===== src/rtl/core/ssa_ram.sv =====
module ssa_ram #(
   parameter int WIDTH = 8,
   parameter int DEPTH = 16
) (
   input  logic                                     clock,
   input  logic                                     wr_en,
   input  logic [(DEPTH > 1 ? $clog2(DEPTH) : 1)-1:0] wr_addr,
   input  logic [WIDTH-1:0]                         wr_data,
   input  logic                                     rd_en,
   input  logic [(DEPTH > 1 ? $clog2(DEPTH) : 1)-1:0] rd_addr,
   output logic [WIDTH-1:0]                         rd_data
);

   logic [WIDTH-1:0] mem_ff [DEPTH];
   logic [WIDTH-1:0] rd_data_ff;

   // One write port and one registered read port.
   always_ff @(posedge clock) begin
      if (wr_en) begin
         mem_ff[wr_addr] <= wr_data;
      end
      if (rd_en) begin
         rd_data_ff <= mem_ff[rd_addr];
      end
   end

   assign rd_data = rd_data_ff;

endmodule


===== config.mk =====
export PLATFORM = sky130hd
export DESIGN_NAME = ssa_ram
export DESIGN_NICKNAME = d
export VERILOG_FILES = /design/src/rtl/core/ssa_ram.sv
export SDC_FILE = /design/constraint.sdc
export NUM_CORES = 1
export LEC_CHECK = 0
export BUFFER_PORTS_ARGS = -buffer_cell sky130_fd_sc_hd__buf_4
export CORE_AREA = 2 2 111 113
export DETAILED_ROUTE_END_ITERATION = 8
export DIE_AREA = 0 0 113 115
export SYNTH_ARGS = -nofsm -noshare
export SYNTH_HDL_FRONTEND = slang
export SYNTH_SLANG_ARGS = --single-unit

===== constraint.sdc =====
create_clock -name clock -period 2.8 [get_ports clock]
set_clock_uncertainty 0.1 [all_clocks]
set_input_delay 0 -clock clock [delete_from_list [all_inputs] [get_ports clock]]
set_output_delay 0 -clock clock [all_outputs]
set_load 0.02 [all_outputs]

== Yosys cells after proc, flatten, opt, wreduce, memory -nomap -nowiden ==
Memories as Yosys holds them, arrays and structs flattened. A register that Yosys moved wholly into a read port is not among the register bits.
Cells that the tools add are included.
W data, S select, Z words.

* Register bits: 0
* Bits in writable memories: 128
* Bits of input ports: 19
* Output and inout port bits: 8
* Logic and storage cells: 3
* Memories kept: 1

* Mux-type cells: 2

{| class="wikitable"
|+ Memory list
! memory !! depth !! width !! read ports !! clocked after Yosys merged registers in !! wr ports !! line !! RTL
|-
| mem_ff || 16 || 8 || 1 || 1 || 1 || 14 || <nowiki>logic [WIDTH-1:0] mem_ff [DEPTH];</nowiki>
|}

{| class="wikitable"
|+ Operator list
! operator !! number
|-
| $mux W1 || 2
|}

== Depth between registers and ports, before layout ==
* Depth in word-level cells: 2
* Mapped depth: 5
* Depth with buffers taken out: 3

== Worst setup path before layout ==
No wires, ideal clock.

* Kind: input -> register
* Start: in wr_addr[2] (netlist bit)
* End: mem mem_ff[0][0], enable pin
* Library setup time: 383 ps
* Arrival: 1110 ps
* Required time: 2317 ps
* Slack: 1207 ps
* Stages on the path: 2
* Buffers on the path: 0
* Cells stage by stage: or3b_2 -> nor3_1

{| class="wikitable"
|+ RTL lines
! element !! line !! RTL
|-
| start, declared || 7 || <nowiki>input logic [(DEPTH > 1 ? $clog2(DEPTH) : 1)-1:0] wr_addr,</nowiki>
|-
| end, declared || 14 ||
|}

Straight into the memory's write port.

==> flow_summary.toml <==
[run_status]
status = "finished, violations left"
violations = "design-rule violations"

[worst_setup_path]
cp.arrival_ns = 1.69
startpoint_type = "flip-flop"
cp_cell_sequence = "mux4_1, a22oi_1, nand2_1"
path_class = "flip-flop to flip-flop"
slowest_stage = "mux4_1"
critPathMaxFanout = 1
required_ns = 2.84
max_stage_delay_ns = 0.51
crit_path_end_kind = "flip-flop"
crit_family = "multiplexers"
path_buf_inv = 0

[synth]
ys_ff_latch = 136
avgSynthCellArea_um2 = 22.8
synth.distinct_cells = 18
synth-seq-area-share_pct = 78.1
synth_cells = 229
synth_area_leaders = "edfxtp_1 78%, mux4_2 7.8%, mux4_1 7.0%"
synth_top_area_share_pct = 78.1
synthesis.area_mm2 = 0.00523
synthesis.nets = 248
yosysTopAreaCell = "edfxtp_1"
ys.warnings.count = 0

[timing]
setup_tns_ns = 0
slew_violations = 0
fmax_mhz = 605
setup_viol = 0
hold_violations = 0
finalCriticalPeriod_ns = 1.65
worst_pin_slew_ns = 0.917
rsz0062_at_grt = "false"
finalCritPeriodShare_pct = 59.0
relSlewSlack_pct = 38.6

[clock_network]
clk_pin_slew_ns = 0.05
numClockSinks = 136
cts_tree = "done"
clk_latency_ns = 0.40
cts_buffers = 17
h-tree-depth = 4
root_buffer = "clkbuf_16"
cts_buffer_depth = 2
cts_setup_buffers = 0

[finish]
area_delta_synth_final_pct = 20.1
register_area_mm2 = 0.00408
drive_above_1_share_pct = 28.4
multi_input_area_mm2 = 0.00106
finalNetCount = 305
nFillCells = 922
antenna_cells = 0

[detailed_routing]
wire_per_inst_um = 23.9
via_per_inst = 5.39
antenna_left = 0
vias = 2403
drc_errors = 3
drtPass1Iterations = 7
drt-total-wl_um = 10600
drt_iter0_markers = 249

[power_and_ir_drop]
leakage_nw = 2.12
finalPower_w = 0.00468
powerDensity_mw_per_mm2 = 746
irDropWorstVdd_mv = 0.362

[floorplanning]
die_w_um = 113
core_area_mm2 = 0.0118
fp.dieH_um = 115
start_util_pct = 44.3
design.die.area_mm2 = 0.0130
fp-row-count = 40
ios = 27

[global_routing]
grt_pass1_vias = 2448
grt_pass1_wl_um = 15800
overflow = 0
antenna_found_initial = 0
grt_use_total_pct = 17.8
grt_max_degree = 33

[placed_design]
place_hpwl_um = 6280
gp_congestion = 0.750
io_buffers = 26

[hold_path]
min_path_type = "primary input to flip-flop"

[flow_run]
cap_viol_max_count = 0
==> where the power goes <==
group	internal, W	switching [W]
logic	0.000103	0.000130
registers	0.00230	0.0000133
clock network	0.00139	0.000751
==> final cells by class <==
cell class / count / area share [%]
sequential: 136 / 65.0
timing repair buffer: 48 / 6.10
multi-input combinational: 83 / 16.8
tap: 147 / 2.93
clock inverter: 10 / 2.03
clock buffer: 22 / 7.07
==> routing by layer <==
layer	track usage (%)	routed length [um]
met1	25.1	4460
met2	27.0	5380
met3	4.80	684
met4	7.07	122
met5	0	0
==> kinds of logic after synthesis <==
family                 after synthesis  synth area share (%)
AND/OR/NAND/NOR                     35                  3.14
AO/OA/AOI/OAI                       16                  2.30
multiplexers                        32                  14.8
flip-flops                         136                  78.1
buffers and inverters               10                  1.65
==> cells in the final DEF, fill, tap and decap left out <==
cell and instances:
a22oi_1 16, and2_1 1, and2b_1 1, buf_4 39
bufinv_16 3, clkbuf_1 5, clkbuf_16 17, clkinv_2 6
clkinvlp_4 1, dlygate4sd3_1 9, edfxtp_1 136, mux4_1 14
mux4_2 18, nand2_1 9, nand2b_1 2, nand3_1 1
nand3b_1 2, nor2_1 13, nor2b_1 1, nor3_1 4
or3b_2 1
==> repair_timing <==
action / in CTS / in global routing
hold buffers: 9 / 0
endpoints found under the hold margin: 136 / 0
resized for setup: 0 / 0
==> per-stage QoR <==
step	cell area (um^2)	worst slack, ns	utilization [%]	std cells	hold WS [ns]
floorplan	5230	1.21	-	229	-0.00113
global placement	5620	0.876	47.6	405	0.196
CTS	6280	1.16	53.2	446	0.00328
finish	6280	1.15	53.2	446	0.0158
detailed placement	5620	0.831	47.6	405	0.204
global route	6280	1.12	53.2	446	0.0279
==> cells in the mapped netlist (all sizes together) <==
cell type / instances
and2b: 1
mux4: 32
a22oi: 16
nand3: 1
nor3: 4
buf: 7
nor2: 13
and2: 1
nand2: 9
nand2b: 2
nand3b: 2
nor2b: 1
edfxtp: 136
clkdlybuf4s25: 3
or3b: 1
==> path summary, 6_finish.rpt <==
kind                      start           end  slack (ns)  depth (start not counted)
setup / recovery   mem_ff[9][4]    rd_data[4]        1.15                          3
hold / removal       wr_addr[0]  mem_ff[4][6]        0.02                          3
setup reg to reg   mem_ff[9][4]    rd_data[4]        1.15                          3
hold reg to reg   mem_ff[15][5]    rd_data[5]        0.64                          3
==> flip-flops by register name (all words and copies together) (netlist names) <==
signal,flops
mem_ff,128
rd_data,8
==> worst min-delay path, stage by stage <==
cell,delay (ns)
buf_4,0.11
nor3_1,0.05
buf_4,0.17
No activity file was read; power rests on OpenSTA's default activity.
