`config.mk`:
```
export PLATFORM = sky130hd
export DESIGN_NAME = ssa_pick
export DESIGN_NICKNAME = d
export VERILOG_FILES = /design/src/rtl/core/ssa_pkg.sv /design/src/rtl/core/ssa_pick.sv
export SDC_FILE = /design/constraint.sdc
export NUM_CORES = 1
export LEC_CHECK = 0
export ABC_AREA = 1
export CELL_PAD_IN_SITES_DETAIL_PLACEMENT = 0
export CELL_PAD_IN_SITES_GLOBAL_PLACEMENT = 1
export CORE_AREA = 2 2 39 41
export DETAILED_ROUTE_END_ITERATION = 10
export DIE_AREA = 0 0 41 43
export DONT_BUFFER_PORTS = 1
export PLACE_DENSITY = 0.69
export SYNTH_ARGS = -nofsm -noshare
export SYNTH_HDL_FRONTEND = slang
export SYNTH_SLANG_ARGS = --single-unit
```
`constraint.sdc`:
```
create_clock -name vclk -period 1.7
set_clock_uncertainty 0.15 [all_clocks]
set_input_delay 0.255 -clock vclk [all_inputs]
set_output_delay 0.255 -clock vclk [all_outputs]
set_load 0.01 [all_outputs]
```
`src/rtl/core/ssa_pkg.sv`:
```
package ssa_pkg;

   // Request kinds carried on req_type.
   localparam logic REQ_ALLOC = 1'b0;
   localparam logic REQ_FREE  = 1'b1;

   // Result status codes.
   localparam logic [1:0] ST_OK       = 2'd0;
   localparam logic [1:0] ST_NO_SPACE = 2'd1;
   localparam logic [1:0] ST_BAD_FREE = 2'd2;

   // Outcome of the block choice made when an allocate word is taken.
   typedef struct packed {
      logic keep;      // the current block still has room
      logic create;    // no created block has room, a new one is made
      logic no_space;  // every block exists and all are full
   } pick_type;

endpackage

```
`src/rtl/core/ssa_pick.sv`:
```
module ssa_pick
   import ssa_pkg::*;
#(
   parameter int NUM_BLOCKS = 8
) (
   input  logic [NUM_BLOCKS-1:0]                             full_v,
   input  logic [$clog2(NUM_BLOCKS+1)-1:0]                   blocks_made,
   input  logic [(NUM_BLOCKS > 1 ? $clog2(NUM_BLOCKS) : 1)-1:0] cur_block,
   input  logic                                              cur_valid,
   output pick_type                                          pick,
   output logic [(NUM_BLOCKS > 1 ? $clog2(NUM_BLOCKS) : 1)-1:0] pick_block
);

   localparam int BW = (NUM_BLOCKS > 1) ? $clog2(NUM_BLOCKS) : 1;
   localparam int CW = $clog2(NUM_BLOCKS + 1);

   logic          found;
   logic [BW-1:0] found_block;

   // Priority encoder: the lowest created block that is not full.
   always_comb begin
      found       = 1'b0;
      found_block = '0;
      for (int b = NUM_BLOCKS - 1; b >= 0; b--) begin
         if ((CW'(b) < blocks_made) && !full_v[b]) begin
            found       = 1'b1;
            found_block = BW'(b);
         end
      end
   end

   // Keep the current block, take the found one, create one, or give up.
   always_comb begin
      pick       = '0;
      pick_block = cur_block;
      if (cur_valid && !full_v[cur_block]) begin
         pick.keep = 1'b1;
      end else if (found) begin
         pick_block = found_block;
      end else if (32'(blocks_made) < NUM_BLOCKS) begin
         pick.create = 1'b1;
         pick_block  = BW'(blocks_made);
      end else begin
         pick.no_space = 1'b1;
      end
   end

endmodule
```
After elaboration in Yosys (flattened, before gate mapping)
Index checks and enable logic that the tools add are counted.
{ "word_totals": {"ff_bits": 0, "memories": 0, "mem_bits_ro": 0, "wordCells": 54, "latch_bits": 0, "out_inout_bits": 6, "inputBits": 16, "ramBits": 0} }
{ "op_classes": {"add_sub_neg": 0, "n_mul": 0, "eq_ne": 0, "n_lt_le_gt_ge": 10, "div_mod_pow": 0, "mux": 26, "shift": 0, "bitwise": 0, "reduce_logical": 18} }
{ "op_table": {"columns": ["operator", "count"], "rows": [
  ["$mux W3", 11],
  ["$lt A3 B4 Y1 const A", 4],
  ["$mux W1", 12],
  ["$logic_and A1 B1 Y1", 9],
  ["$logic_not A1 Y1", 9],
  ["$lt A1 B4 Y1 const A", 2],
  ["$lt A2 B4 Y1 const A", 2],
  ["$lt A3 B4 Y1 const B", 1],
  ["$lt A4 B4 Y1 const B", 1],
  ["$mux W2", 2],
  ["$bmux W1 S3", 1]
]} }

Longest topological paths before layout
{ "logic_depth": {"depth_word": 12, "ltp_mapped": 11, "depth_no_buf": 10} }

Worst setup path after synthesis
OpenSTA, ideal clock, no wires.
{ "synth_path": {"path_type": "input -> output", "startpoint": "in blocks_made[3]", "endpoint": "out pick_block[0] in the netlist's numbering", "t_arrival_ns": 1.147, "required_ns": 1.295, "path_buffers": 1, "slack_ns": 0.148, "stages": 10, "path_cell_list": "buf_6 nor2_4 nand2_1 nand2_1 nand2_2 nor2_4 nand3_1 nand2_1 inv_1 a21oi_2"} }
{ "synth_between": {"elab_chain_cells": 12, "elab_cells_between_ends": 36, "classes_between": "9 x order compare; 19 x mux; 8 x reduce/logical"} }
{ "synth_lines": {"columns": ["element", "line_no", "text"], "rows": [
  ["start, declared", "ssa_pick.sv:7", "input logic [$clog2(NUM_BLOCKS+1)-1:0] blocks_made,"],
  ["$lt A3 B4 Y1", "ssa_pick.sv:25", "if ((CW'(b) < blocks_made) && !full_v[b]) begin"],
  ["$logic_and A1 B1 Y1", "ssa_pick.sv:25", null],
  ["$mux W3 or $mux W1 (tied branches) (8 in a row)", "ssa_pick.sv:25", null],
  ["$mux W3 (*)", "ssa_pick.sv:38", "end else if (found) begin"],
  ["$mux W3 (*)", "ssa_pick.sv:36", "if (cur_valid && !full_v[cur_block]) begin"],
  ["end, declared", "ssa_pick.sv:11", "output logic [(NUM_BLOCKS > 1 ? $clog2(NUM_BLOCKS) : 1)-1:0] pick_block"]
]} }
Mark *: on every way between the ends. The rest lies on a longest branch, timed or not.

Final worst setup path
Same ends and word-level chain as after synthesis.

==> impl_results.md <==
* CP Depth at 9
* HPWL after detailed placement at 931 um
* Core Area at 1380 um2
* FF/Latch Area at 0 um2
* Final Wtd Congestion at 0.832
* Finished layout cell area at 430 um2
* Post-Synth Adder-Cell Area at 0
* Max_slew headroom at 0.835
* Worst-margin pin slew at 247 ps
* Pre-CTS setup slack at 154 ps
* Sum Neg Setup Slack at 0 ps
* Final min period at 1530 ps
* DRC at 0
* Slew Viols, Final at 0
* # setup viols final at 0
* Power Density at 234 nW/um2
* Worst hold-check path type: in2out
* Hold buffer count at cts at 0
* WP data arrival at 1130 ps
* Critical path launch point type: input port
* Initial core utilization at 0.305
* Post-CTS Setup Inserts at 0
* Fin nets at 103
* Final core utilization at 0.311
* Final hold violation count at 0
* CP Max Fanout at 10
* Synth Cell Area at 422 um2
* Synthesized Nets at 102
* IO Count at 22
* Initial DRC Count at 4
* Worst path required time at 1290 ps
* Largest delay share family, worst path: simple AND/OR/NAND/NOR gates
* DR vias at 483
* Slowest stage cell, crit path: a21oi_2
* Cts repair resizes at 0
* N_diodes at 0
* Initial antenna violation count at 0
* Largest family of logic cells by synthesized area: simple AND/OR/NAND/NOR gates
* Rows at 14
* FILL cells at 174
* Layout cells sized above 1 at 0.153
* Vias per cell at 4.78
* DR pass1 iterations at 4
* Vias in the first global route at 462
* Maximum vdd drop at 71.3 uV
* Fin crit share at 0.901
* RSZ-0062 raised after global routing: false
* Crit path top cell by count: nand2_1
* Worst hold path stage count at 1
* CP Class: in2out
* Synthesis Warnings at 0
* Cells after synthesis at 86
* CLK BUF at 0
* Syn avg cell area at 4.90 um2
* Leakage at 0.000244 uW
* Area Overhead vs Synth at 2.08%
* Synth unique cells at 15
* Routed len/inst at 10.5 um
* Die Wd at 41 um
* Setup ws final at 168 ps
* DP Area at 430 um2
* Crit. End Element: primary output
* Mux contribution to synthesized area at 0
* Buf/Inv on CP at 2
* Post-DRT Antenna Nets at 0
* Maxcap violations at 0
* Status: complete, no violations
* Cells along the critical path: inv_1, nand3_1, nand2_1, nand2_1, nor2_4, nand3_1, nand2_1, inv_1, a21oi_2
* Die height at 43 um
* Fin Hold WS at 397 ps
* First-pass GRT wire length at 1.84 mm
* Grt ovf at 0
* GRT Total Usage at 0.140
* Max stage delay on crit path at 170 ps
* # port buffers at 0
* Post-synthesis compound-gate area fraction at 0.134
* Seq_cells at 0
* Final Routed Wirelength at 1.06 mm
* Min-Delay Startpoint: blocks_made[3]
* Simple-gate share of the synthesized area at 0.706
* FMAX at 653 MHz
* Pin count of the biggest net entering global routing at 11
* Die area at 1760 um2
* Post-synthesis sequential area ratio at 0
* Post-Synth XOR/XNOR Area at 0
* Min-Delay Endpoint: pick[1]
==> synth_stat cells, types with 3 or more instances <==
cell type / n / area (um2)
nand2_2: 6 / 37.5
nor2_1: 5 / 18.8
a21oi_1: 3 / 15.0
o21ai_0: 4 / 20.0
nand3_1: 10 / 50.1
inv_1: 15 / 56.3
nand2_1: 33 / 124
nor2_4: 3 / 33.8
==> cell type report <==
type | instances | area (um2) | share of cell area
Multi-Input combinational cell | 70 | 354 | 0.823
Inverter | 15 | 56.3 | 0.131
Tap cell | 16 | 20.0 | 0.0465
==> report_power, final <==
group | leakage (uW) | switching [uW] | internal [uW]
clock | 0 | 0 | 0
combinational | 0.000244 | 64.8 | 36.0
sequential | 0 | 0 | 0
total | 0.000244 | 64.8 | 36.0
==> layout by cell type (no fill, tap or decap), drive strengths merged <==
master,count
nor2,9
nand3,11
o21bai,1
a21oi,4
nor3,1
inv,15
nand2,39
o21ai,5
==> layer usage <==
layer  vias to the layer above  global-route usage  routed length [um]
met2                        10               0.259                 581
met4                         0                   0                   0
li1                        265                   -                   -
met3                         0              0.0209                  59
met5                         -                   0                   0
met1                       208               0.168                 420
==> metrics by stage <==
stage / total power [uW] / cells
after global routing: 117 / 101
final: 101 / 101
after global placement: 102 / 101
after CTS: 102 / 101
after detailed placement: 101 / 101
after floorplan: 94.1 / 86
==> cells by family (layout without fill, tap and decap cells) <==
group,after synthesis,after routing
AO/OA/AOI/OAI,10,10
buffers and inverters,16,15
AND/OR/NAND/NOR,60,60
==> worst max path at each step <==
stage / end / slack, ps / from
after floorplan: pick_block[0] / 150 / blocks_made[3]
after global placement: pick_block[0] / 160 / blocks_made[3]
after detailed placement: pick_block[0] / 150 / blocks_made[3]
after CTS: pick_block[0] / 150 / blocks_made[3]
after global routing: pick_block[0] / 50 / blocks_made[3]
final: pick_block[0] / 170 / blocks_made[3]
Power figures use the tool's default switching activity.
